[src/design/rae_pkg.sv]
// Package with shared types, constants and the attribute kind table.
`default_nettype none
package rae_pkg;

  // Header plus authenticator size in bytes.
  localparam logic [15:0] HDR_TOTAL = 16'd20;

  // Kind of each result record.
  typedef enum logic [1:0] {
    REC_HEADER    = 2'd0,
    REC_ATTR      = 2'd1,
    REC_NO_ATTR   = 2'd2,
    REC_FRAME_END = 2'd3
  } rec_kind_t;

  // One result record, without the run marker.
  typedef struct packed {
    rec_kind_t   record_kind;
    logic [7:0]  packet_code;
    logic [7:0]  packet_ident;
    logic [15:0] packet_length;
    logic [7:0]  attr_type;
    logic [7:0]  attr_length;
    logic [4:0]  value_kind;
    logic [31:0] value_word;
    logic [15:0] attr_offset;
    logic        truncated;
  } rec_t;

  // Value kind for attribute types below 64; higher types have kind 0.
  localparam logic [4:0] KIND_TABLE [64] = '{
    5'd0, 5'd1, 5'd2, 5'd2, 5'd4, 5'd3, 5'd5, 5'd6,
    5'd4, 5'd4, 5'd7, 5'd1, 5'd3, 5'd8, 5'd4, 5'd9,
    5'd3, 5'd10, 5'd1, 5'd2, 5'd2, 5'd10, 5'd1, 5'd11,
    5'd2, 5'd2, 5'd2, 5'd3, 5'd3, 5'd12, 5'd2, 5'd2,
    5'd2, 5'd2, 5'd2, 5'd2, 5'd2, 5'd3, 5'd3, 5'd2,
    5'd13, 5'd3, 5'd3, 5'd3, 5'd1, 5'd14, 5'd3, 5'd3,
    5'd3, 5'd15, 5'd1, 5'd3, 5'd0, 5'd0, 5'd0, 5'd0,
    5'd0, 5'd0, 5'd0, 5'd0, 5'd2, 5'd16, 5'd3, 5'd2
  };

  // Control between the input stage and the record emitter.
  typedef struct packed {
    logic held;
    logic release_item;
  } stage_ctl_t;

endpackage
`default_nettype wire

[src/design/rae_if.sv]
// Channel interfaces for message bytes and result records.
`default_nettype none
interface rae_in_if;
  logic       valid;
  logic       ready;
  logic [7:0] data_byte;
  logic       frame_last;

  modport source (output valid, output data_byte, output frame_last, input ready);
  modport sink (input valid, input data_byte, input frame_last, output ready);
endinterface

interface rae_out_if;
  logic        valid;
  logic        ready;
  logic [1:0]  record_kind;
  logic [7:0]  packet_code;
  logic [7:0]  packet_ident;
  logic [15:0] packet_length;
  logic [7:0]  attr_type;
  logic [7:0]  attr_length;
  logic [4:0]  value_kind;
  logic [31:0] value_word;
  logic [15:0] attr_offset;
  logic        truncated;
  logic        last_of_run;

  modport source (
    output valid, output record_kind, output packet_code, output packet_ident,
    output packet_length, output attr_type, output attr_length, output value_kind,
    output value_word, output attr_offset, output truncated, output last_of_run,
    input ready
  );
  modport sink (
    input valid, input record_kind, input packet_code, input packet_ident,
    input packet_length, input attr_type, input attr_length, input value_kind,
    input value_word, input attr_offset, input truncated, input last_of_run,
    output ready
  );
endinterface
`default_nettype wire

[src/design/rae_in_stage.sv]
// Input register that holds one message byte until its records are issued.
`default_nettype none
module rae_in_stage (
  input  wire logic       clk,
  input  wire logic       rst,
  rae_in_if.sink          in_ch,
  input  wire logic       release_item,
  output rae_pkg::stage_ctl_t ctl,
  output logic [7:0]      data_byte,
  output logic            frame_last
);
  import rae_pkg::*;

  logic held;

  // A new byte enters when the stage is empty or its byte leaves this cycle.
  assign in_ch.ready      = !held || release_item;
  assign ctl.held         = held;
  assign ctl.release_item = release_item;

  always_ff @(posedge clk) begin
    if (rst) begin
      held <= 1'b0;
    end else if (in_ch.valid && in_ch.ready) begin
      held <= 1'b1;
    end else if (release_item) begin
      held <= 1'b0;
    end
  end

  // Payload needs no reset.
  always_ff @(posedge clk) begin
    if (in_ch.valid && in_ch.ready) begin
      data_byte  <= in_ch.data_byte;
      frame_last <= in_ch.frame_last;
    end
  end
endmodule
`default_nettype wire

[src/design/rae_walker.sv]
// Message walker: parse state and the records caused by the held byte.
`default_nettype none
module rae_walker (
  input  wire logic        clk,
  input  wire logic        rst,
  input  wire rae_pkg::stage_ctl_t ctl,
  input  wire logic [7:0]  data_byte,
  input  wire logic        frame_last,
  output rae_pkg::rec_t [2:0] recs,
  output logic [2:0]       rec_mask
);
  import rae_pkg::*;

  typedef struct packed {
    logic [15:0]        pos;
    logic               pos_ovf;
    logic [7:0]         code;
    logic [7:0]         ident;
    logic [15:0]        length;
    logic signed [16:0] budget;
    logic [15:0]        start;
    logic [7:0]         atype;
    logic [7:0]         alen;
    logic [31:0]        accum;
    logic               done;
  } wstate_t;

  wstate_t     st;
  wstate_t     st_next;
  logic [15:0] off;
  logic        hdr_now;
  logic        noattr_now;
  logic        attr_now;
  logic        emit;
  logic [31:0] byte_shifted;
  rec_t        hdr_rec;
  rec_t        attr_rec;
  rec_t        noattr_rec;
  rec_t        end_rec;

  assign off = st.pos - st.start;

  // Value byte placed big-endian by its offset inside the attribute.
  always_comb begin
    unique case (off[2:0])
      3'd2:    byte_shifted = {data_byte, 24'h000000};
      3'd3:    byte_shifted = {8'h00, data_byte, 16'h0000};
      3'd4:    byte_shifted = {16'h0000, data_byte, 8'h00};
      3'd5:    byte_shifted = {24'h000000, data_byte};
      default: byte_shifted = 32'h0;
    endcase
  end

  // Next parse state for the held byte.
  always_comb begin
    st_next    = st;
    hdr_now    = 1'b0;
    noattr_now = 1'b0;
    attr_now   = 1'b0;
    emit       = 1'b0;
    if (!st.pos_ovf) begin
      priority if (st.pos == 16'd0) begin
        st_next.code = data_byte;
      end else if (st.pos == 16'd1) begin
        st_next.ident = data_byte;
      end else if (st.pos == 16'd2) begin
        st_next.length = {data_byte, 8'h00};
      end else if (st.pos == 16'd3) begin
        st_next.length = {st.length[15:8], data_byte};
        st_next.budget = $signed({1'b0, st_next.length}) - $signed({1'b0, HDR_TOTAL});
        st_next.start  = HDR_TOTAL;
        hdr_now        = 1'b1;
        noattr_now     = (st_next.budget == 17'sd0);
        if (st_next.budget <= 17'sd0) begin
          st_next.done = 1'b1;
        end
      end else if (st.pos >= HDR_TOTAL && !st.done && st.pos >= st.start) begin
        priority if (off == 16'd0) begin
          st_next.atype = data_byte;
          st_next.accum = 32'h0;
        end else if (off == 16'd1) begin
          st_next.alen   = data_byte;
          st_next.budget = st.budget - $signed({9'b0, data_byte});
          if (data_byte < 8'd2) begin
            attr_now     = 1'b1;
            st_next.done = 1'b1;
          end else if (data_byte == 8'd2) begin
            emit = 1'b1;
          end
        end else begin
          if (off <= 16'd5) begin
            st_next.accum = st.accum | byte_shifted;
          end
          if (off == {8'h00, st.alen - 8'd1}) begin
            emit = 1'b1;
          end
        end
        if (emit) begin
          attr_now      = 1'b1;
          st_next.start = st.start + {8'h00, st_next.alen};
          if (st_next.budget <= 17'sd0) begin
            st_next.done = 1'b1;
          end
        end
      end else begin
        st_next.pos_ovf = st.pos_ovf;
      end
    end
    // Byte position saturates at its top value.
    if (st.pos == 16'hFFFF) begin
      st_next.pos_ovf = 1'b1;
    end else begin
      st_next.pos = st.pos + 16'd1;
    end
  end

  // Records built from the updated header and attribute values.
  always_comb begin
    hdr_rec               = '0;
    hdr_rec.record_kind   = REC_HEADER;
    hdr_rec.packet_code   = st_next.code;
    hdr_rec.packet_ident  = st_next.ident;
    hdr_rec.packet_length = st_next.length;

    noattr_rec             = hdr_rec;
    noattr_rec.record_kind = REC_NO_ATTR;
    noattr_rec.attr_offset = HDR_TOTAL;

    attr_rec             = hdr_rec;
    attr_rec.record_kind = REC_ATTR;
    attr_rec.attr_type   = st_next.atype;
    attr_rec.attr_length = st_next.alen;
    attr_rec.value_kind  = (st_next.atype < 8'd64) ? KIND_TABLE[st_next.atype[5:0]] : 5'd0;
    attr_rec.value_word  = st_next.accum;
    attr_rec.attr_offset = st.start;

    end_rec             = hdr_rec;
    end_rec.record_kind = REC_FRAME_END;
    end_rec.attr_offset = st.pos;
    end_rec.truncated   = !st_next.done;
  end

  assign recs[0]  = hdr_now ? hdr_rec : attr_rec;
  assign recs[1]  = noattr_rec;
  assign recs[2]  = end_rec;
  assign rec_mask = {frame_last, noattr_now, hdr_now || attr_now};

  // State advances when the held byte leaves; a frame end starts over.
  always_ff @(posedge clk) begin
    if (rst) begin
      st <= '0;
    end else if (ctl.held && ctl.release_item) begin
      if (frame_last) begin
        st <= '0;
      end else begin
        st <= st_next;
      end
    end
  end
endmodule
`default_nettype wire

[src/design/rae_emitter.sv]
// Record emitter: issues the held byte's records one per transaction.
`default_nettype none
module rae_emitter (
  input  wire logic       clk,
  input  wire logic       rst,
  input  wire logic       held,
  input  wire rae_pkg::rec_t [2:0] recs,
  input  wire logic [2:0] rec_mask,
  output logic            release_item,
  rae_out_if.source       out_ch
);
  import rae_pkg::*;

  logic [2:0] sent;
  logic [2:0] pending;
  logic [2:0] pick;
  logic [1:0] pick_idx;
  logic       single;
  logic       out_free;
  logic       load;
  logic       out_valid;
  rec_t       out_rec;
  logic       out_last;

  assign pending  = rec_mask & ~sent;
  assign single   = ((pending & (pending - 3'd1)) == 3'd0);
  assign out_free = !out_valid || out_ch.ready;
  assign load     = held && (pending != 3'd0) && out_free;
  assign release_item = held && ((pending == 3'd0) || (load && single));

  // Records leave in the order header or attribute, no attributes, frame end.
  always_comb begin
    priority if (pending[0]) begin
      pick = 3'b001; pick_idx = 2'd0;
    end else if (pending[1]) begin
      pick = 3'b010; pick_idx = 2'd1;
    end else begin
      pick = 3'b100; pick_idx = 2'd2;
    end
  end

  always_ff @(posedge clk) begin
    if (rst) begin
      sent      <= 3'b000;
      out_valid <= 1'b0;
    end else begin
      if (release_item) begin
        sent <= 3'b000;
      end else if (load) begin
        sent <= sent | pick;
      end
      if (load) begin
        out_valid <= 1'b1;
      end else if (out_ch.ready) begin
        out_valid <= 1'b0;
      end
    end
  end

  // Output register payload.
  always_ff @(posedge clk) begin
    if (load) begin
      out_rec  <= recs[pick_idx];
      out_last <= single;
    end
  end

  assign out_ch.valid         = out_valid;
  assign out_ch.record_kind   = out_rec.record_kind;
  assign out_ch.packet_code   = out_rec.packet_code;
  assign out_ch.packet_ident  = out_rec.packet_ident;
  assign out_ch.packet_length = out_rec.packet_length;
  assign out_ch.attr_type     = out_rec.attr_type;
  assign out_ch.attr_length   = out_rec.attr_length;
  assign out_ch.value_kind    = out_rec.value_kind;
  assign out_ch.value_word    = out_rec.value_word;
  assign out_ch.attr_offset   = out_rec.attr_offset;
  assign out_ch.truncated     = out_rec.truncated;
  assign out_ch.last_of_run   = out_last;
endmodule
`default_nettype wire

[src/design/radius_attribute_extractor.sv]
// Top level of the RADIUS attribute extractor.
//
//  Channel  Role    Carries
//  in_ch    sink    one message byte and a frame end flag per transaction
//  out_ch   source  one header, attribute, no-attributes or frame end record
//
// A byte is taken into the input register, its records are formed by the
// walker and issued through the output register. A byte that causes
// several records (up to 3) occupies the input register until its last
// record is loaded; others pass at one per cycle while the output is free.
// Reset clears the parse state and both stage valid flags.
// A stalled output holds its record and the input register, which then
// stops taking bytes.
`default_nettype none
module radius_attribute_extractor (
  input wire logic  clk,
  input wire logic  rst,
  rae_in_if.sink    in_ch,
  rae_out_if.source out_ch
);
  import rae_pkg::*;

  stage_ctl_t      ctl;
  logic            release_item;
  logic [7:0]      data_byte;
  logic            frame_last;
  rec_t [2:0]      recs;
  logic [2:0]      rec_mask;

  rae_in_stage u_in_stage (
    .clk          (clk),
    .rst          (rst),
    .in_ch        (in_ch),
    .release_item (release_item),
    .ctl          (ctl),
    .data_byte    (data_byte),
    .frame_last   (frame_last)
  );

  rae_walker u_walker (
    .clk        (clk),
    .rst        (rst),
    .ctl        (ctl),
    .data_byte  (data_byte),
    .frame_last (frame_last),
    .recs       (recs),
    .rec_mask   (rec_mask)
  );

  rae_emitter u_emitter (
    .clk          (clk),
    .rst          (rst),
    .held         (ctl.held),
    .recs         (recs),
    .rec_mask     (rec_mask),
    .release_item (release_item),
    .out_ch       (out_ch)
  );
endmodule
`default_nettype wire

[src/flat_wrapper.sv]
// flat-port wrapper written by rule: the top's interface ports become plain ports
module radius_attribute_extractor_flat import rae_pkg::*;
  (clk, rst, in_ch_valid, in_ch_data_byte, in_ch_frame_last, in_ch_ready, out_ch_valid, out_ch_record_kind, out_ch_packet_code, out_ch_packet_ident, out_ch_packet_length, out_ch_attr_type, out_ch_attr_length, out_ch_value_kind, out_ch_value_word, out_ch_attr_offset, out_ch_truncated, out_ch_last_of_run, out_ch_ready);
  rae_in_if in_ch_i ();
  rae_out_if out_ch_i ();
  input wire logic clk;
  input wire logic rst;
  input wire logic [$bits(in_ch_i.valid)-1:0] in_ch_valid;
  input wire logic [$bits(in_ch_i.data_byte)-1:0] in_ch_data_byte;
  input wire logic [$bits(in_ch_i.frame_last)-1:0] in_ch_frame_last;
  output wire logic [$bits(in_ch_i.ready)-1:0] in_ch_ready;
  output wire logic [$bits(out_ch_i.valid)-1:0] out_ch_valid;
  output wire logic [$bits(out_ch_i.record_kind)-1:0] out_ch_record_kind;
  output wire logic [$bits(out_ch_i.packet_code)-1:0] out_ch_packet_code;
  output wire logic [$bits(out_ch_i.packet_ident)-1:0] out_ch_packet_ident;
  output wire logic [$bits(out_ch_i.packet_length)-1:0] out_ch_packet_length;
  output wire logic [$bits(out_ch_i.attr_type)-1:0] out_ch_attr_type;
  output wire logic [$bits(out_ch_i.attr_length)-1:0] out_ch_attr_length;
  output wire logic [$bits(out_ch_i.value_kind)-1:0] out_ch_value_kind;
  output wire logic [$bits(out_ch_i.value_word)-1:0] out_ch_value_word;
  output wire logic [$bits(out_ch_i.attr_offset)-1:0] out_ch_attr_offset;
  output wire logic [$bits(out_ch_i.truncated)-1:0] out_ch_truncated;
  output wire logic [$bits(out_ch_i.last_of_run)-1:0] out_ch_last_of_run;
  input wire logic [$bits(out_ch_i.ready)-1:0] out_ch_ready;
  assign in_ch_i.valid = in_ch_valid;
  assign in_ch_i.data_byte = in_ch_data_byte;
  assign in_ch_i.frame_last = in_ch_frame_last;
  assign in_ch_ready = in_ch_i.ready;
  assign out_ch_valid = out_ch_i.valid;
  assign out_ch_record_kind = out_ch_i.record_kind;
  assign out_ch_packet_code = out_ch_i.packet_code;
  assign out_ch_packet_ident = out_ch_i.packet_ident;
  assign out_ch_packet_length = out_ch_i.packet_length;
  assign out_ch_attr_type = out_ch_i.attr_type;
  assign out_ch_attr_length = out_ch_i.attr_length;
  assign out_ch_value_kind = out_ch_i.value_kind;
  assign out_ch_value_word = out_ch_i.value_word;
  assign out_ch_attr_offset = out_ch_i.attr_offset;
  assign out_ch_truncated = out_ch_i.truncated;
  assign out_ch_last_of_run = out_ch_i.last_of_run;
  assign out_ch_i.ready = out_ch_ready;
  radius_attribute_extractor u_core (.clk(clk), .rst(rst), .in_ch(in_ch_i), .out_ch(out_ch_i));
endmodule
[config.mk]
export PLATFORM = sky130hd
export DESIGN_NAME = radius_attribute_extractor_flat
export DESIGN_NICKNAME = d
export VERILOG_FILES = /design/src/design/rae_pkg.sv /design/src/design/rae_if.sv /design/src/design/rae_in_stage.sv /design/src/design/rae_walker.sv /design/src/design/rae_emitter.sv /design/src/design/radius_attribute_extractor.sv /design/src/flat_wrapper.sv
export SDC_FILE = /design/constraint.sdc
export NUM_CORES = 1
export LEC_CHECK = 0
export BUFFER_PORTS_ARGS = -buffer_cell sky130_fd_sc_hd__buf_2
export CAP_MARGIN = 20
export CORE_ASPECT_RATIO = 1.1
export CORE_MARGIN = 2
export CORE_UTILIZATION = 60
export DETAILED_ROUTE_END_ITERATION = 7
export PLACE_DENSITY = 0.8
export SETUP_SLACK_MARGIN = 0.2
export SLEW_MARGIN = 30
export SYNTH_ARGS = -nofsm -noshare
export SYNTH_HDL_FRONTEND = slang
export SYNTH_SLANG_ARGS = --single-unit
[constraint.sdc]
create_clock -name clk -period 16.1 [get_ports clk]
set_clock_uncertainty 0.15 [all_clocks]
set_input_delay 1.61 -clock clk [delete_from_list [all_inputs] [get_ports clk]]
set_output_delay 1.61 -clock clk [all_outputs]
set_load 0.05 [all_outputs]
==> results.yml <==
grt:
  grt_max_degree: 82
  aggregate_global_route_resource_usage_pct: 30.02
  first_global_vias: 10820
  global_route.overflow_total: 0
  grt_pass1_wl_mm: 58.66
  antenna_found_initial: 0
worst_setup_path:
  rr_worst_depth: 24
  r2r_path_start: "u_core.u_walker.recs[209]$_SDFFE_PP0P_"
  startpoint: "u_core.u_walker.recs[209]$_SDFFE_PP0P_"
  timing_worst_setup_path_type: "reg2out"
  cell_chain_of_the_critical_path: "inv_1, ha_1, fa_1, nand2b_1, a21o_1, nand2_1, a221oi_1, a2111oi_1, o211ai_2, nor3_4, a21o_1, a21oi_1, a21oi_1, inv_1, buf_2"
  r2r-end: "u_core.u_walker.attr_rec[15]$_SDFFE_PP0P_"
  arrival_ps: 4960
  worst_setup_path_endpoint: "in_ch_ready"
  setup.reg_to_reg.worst_slack_ps: 9870
  worst-endpoint-required_ps: 14340
  worst_path_max_stage_delay_ps: 540
  worstSetupEndpointType: "output port"
  crit_slowest_cell: "a21o_1"
  maximum_fanout_along_the_worst_path: 12
  start_kind: "flop"
power_and_ir_drop:
  cellLeakagePower_nw: 5.754
  power.density_cell_area_nw_per_um2: 90.06
  vdd_drop_max_mv: 0.06258
floorplanning:
  placeableCoreArea_sq_um: 22790
  ios: 120
  horiz_die_dim_microns: 149.2
  placementRows: 58
  die-height_microns: 163.7
  fp.dieArea_sq_um: 24420
  floorplan.initialDensity_pct: 61.05
finish:
  area.growth.synth_to_final_pct: 11.62
  insertedDiodeCount: 0
  seq_area_sq_um: 6146
  fillerInstances: 1784
  total_area_of_multi_input_combinational_cells_sq_um: 7144
  drive_gt1_share_pct: 16.96
  num-nets-final: 1600
  postLayoutCoreUtil_pct: 68.15
synthesis:
  synth-async-reset-ratio_pct: 0
  synth_top_flop_cell: "dfxtp_1"
  synthesis.area_sq_um: 13910
  synthDistinctLibCells: 96
  top_cell_type_s_share_of_synthesized_area_pct: 24.61
  synthTopCellsByCount: "136 x dfxtp_1, 132 x nor2_1, 115 x a21oi_1"
  synth.top_cells.by_area: "edfxtp_1 25%, dfxtp_1 20%, ha_1 4.2%, a21oi_1 4.1%, nor2_1 3.6%"
  yosys_register_bits: 250
  synth.net_count: 1527
  synth_enable_flop_cells: 114
  syn-mean-instance-area_sq_um: 9.503
  yosysWarnings: 0
  yosysSeqAreaShare_pct: 44.18
  gate_count_after_technology_mapping: 1464
  synth_top_area_cell: "edfxtp_1"
  synth.most_common_cell: "dfxtp_1"
drt:
  post_drt_wl_per_cell_microns: 20.13
  drcViolationCount: 0
  firstDrtPassIters: 8
  detailroute.via_count: 11980
  first_iter_violations: 1263
  routed_via_density: 6.451
  drt_wl_total_mm: 37.39
  final_antenna_net_count: 0
cts:
  cts_sink_count: 250
  clock_pin_slew_reported_for_the_worst_setup_and_hold_paths_after_clock_tree_synthesis_ps: 60
  cts_inserted_buffers: 26
  clock_latency_ps: 540
  cts_tree: "yes"
  cts_setup_buffers: 0
  cts_max_path_buffers: 3
  cts_hold_buffers_added: 0
  cts_htree_levels: 1
  postCtsResizedCells: 0
  clock_tree.root_cell: "clkbuf_16"
placed_design:
  dp.final_hpwl_mm: 25.08
  buffer_ports.inserted: 119
  place.gp.congestion: 0.9766
sta:
  timing_worst_slew_pin_value_ps: 956.3
  hold_violation_total_from_the_final_report: 0
  setup_repair_after_global_routing_missed_its_margin: "false"
  finalSetupViolCount: 0
  slew_violations: 0
  finalCriticalPeriod_ps: 6724
  slew-limit-headroom_pct: 36.21
  timing.setup.tns_ps: 0
  achievable-frequency_ghz: 0.1487
  final_min_period_over_clock_period_pct: 41.77
hold_path:
  hp-class: "reg2reg"
run_status:
  status: "finished clean"
flow_run:
  timing.max_cap.violations: 0
[registers in the layout, summed over array words and instances, names as in the netlist, 3 cells and up]
register,count
u_core.u_emitter.out_ch.attr_length,8
u_core.u_emitter.out_ch.attr_offset,16
u_core.u_emitter.out_ch.attr_type,8
u_core.u_emitter.out_ch.packet_code,8
u_core.u_emitter.out_ch.packet_ident,8
u_core.u_emitter.out_ch.packet_length,16
u_core.u_emitter.out_ch.value_kind,5
u_core.u_emitter.out_ch.value_word,32
u_core.u_emitter.sent,3
u_core.u_in_stage.data_byte,8
u_core.u_walker.attr_rec,16
u_core.u_walker.recs,16
u_core.u_walker.st,99
[critical path, delay by kind of cell (launching register included)]
| family | cells | cell delay, ps |
|---|---|---|
| AOI/OAI and AO/OA | 7 | 2170 |
| DFF | 1 | 420 |
| adders and majority gates | 2 | 630 |
| and+or+nand+nor | 3 | 750 |
| buffers and inverters | 3 | 430 |
[area by class of cell]
| class | instances | area share (%) |
|---|---|---|
| inverters | 59 | 1.426 |
| clock inverters | 12 | 0.7816 |
| well taps | 300 | 2.417 |
| clock buffers | 36 | 4.891 |
| multi-input cells | 1059 | 46.01 |
| flip-flops and latches | 250 | 39.58 |
| repair buffers | 141 | 4.899 |
[cell families after synthesis]
kind of cell,after synthesis,synth area share [%]
AOI/OAI and AO/OA,422,21.25
xor gates and xnor gates,55,3.561
adders and majority gates,50,4.659
buffers and inverters,155,4.695
DFF,250,44.18
muxes,58,4.506
and+or+nand+nor,474,17.15
[through the flow]
| stage | setup WS (ps) | area (sq um) | hold slack [ps] | total power, mW | cells |
|---|---|---|---|---|---|
| 2_1_floorplan | 7507 | 13910 | 281.3 | 0.7689 | 1464 |
| 3_3_place_gp | 10220 | 14630 | 294.5 | 0.7940 | 1809 |
| 3_5_place_dp | 9948 | 14650 | 296.5 | 0.7962 | 1809 |
| 4_1_cts | 9428 | 15530 | 315.4 | 1.400 | 1857 |
| 5_1_grt | 9118 | 15530 | 322.5 | 1.436 | 1857 |
| 6_report | 9376 | 15530 | 315.0 | 1.399 | 1857 |
[worst min path at each step]
stage / start / end / slack [ps] / depth (start not counted)
floorplan: u_core.u_emitter.sent[2]$_SDFFE_PP0P_ / u_core.u_emitter.sent[2]$_SDFFE_PP0P_ / 280 / 2
global placement: u_core.u_walker.st[7]$_SDFFE_PP0P_ / u_core.u_walker.st[7]$_SDFFE_PP0P_ / 290 / 1
detailed placement: u_core.u_walker.st[1]$_SDFFE_PP0P_ / u_core.u_walker.st[1]$_SDFFE_PP0P_ / 300 / 1
CTS: u_core.u_walker.st[19]$_SDFFE_PP0P_ / u_core.u_walker.st[19]$_SDFFE_PP0P_ / 320 / 1
global route: u_core.u_walker.st[22]$_SDFFE_PP0P_ / u_core.u_walker.st[22]$_SDFFE_PP0P_ / 320 / 1
finish: u_core.u_walker.st[4]$_SDFFE_PP0P_ / u_core.u_walker.st[4]$_SDFFE_PP0P_ / 320 / 1
[metal layers]
| metal | GRT usage [%] | up-vias | share of wire, % |
|---|---|---|---|
| met5 | 0 | - | 0 |
| met4 | 10.00 | 0 | 3.1 |
| met3 | 4.000 | 104 | 8.5 |
| met2 | 48.62 | 611 | 46 |
| met1 | 41.80 | 5717 | 42 |
| li1 | - | 5548 | - |
[report_power, final]
group	switching, mW	leakage [nW]	internal, mW
registers	0.00368	2.19	0.671
logic	0.0815	3.13	0.0289
clock network	0.251	0.435	0.362
[cell usage in the layout (no fill, tap or decap), types with 11 or more instances in the layout]
cell type,count
a211oi_1,13
a21o_1,15
a21oi_1,115
a22o_1,42
a32o_1,11
and2_1,13
buf_2,119
buf_4,22
clkbuf_16,27
dfxtp_1,136
edfxtp_1,114
ha_1,47
inv_1,58
mux2_2,33
mux2i_1,23
nand2_1,114
nand2b_1,16
nand3_1,49
nand4_1,20
nor2_1,131
nor2b_1,12
nor3_1,29
nor4_1,14
o211ai_1,11
o21ai_0,69
o2bb2ai_1,33
xnor2_1,38
xor2_1,16
Power figures use the tool's default switching activity.
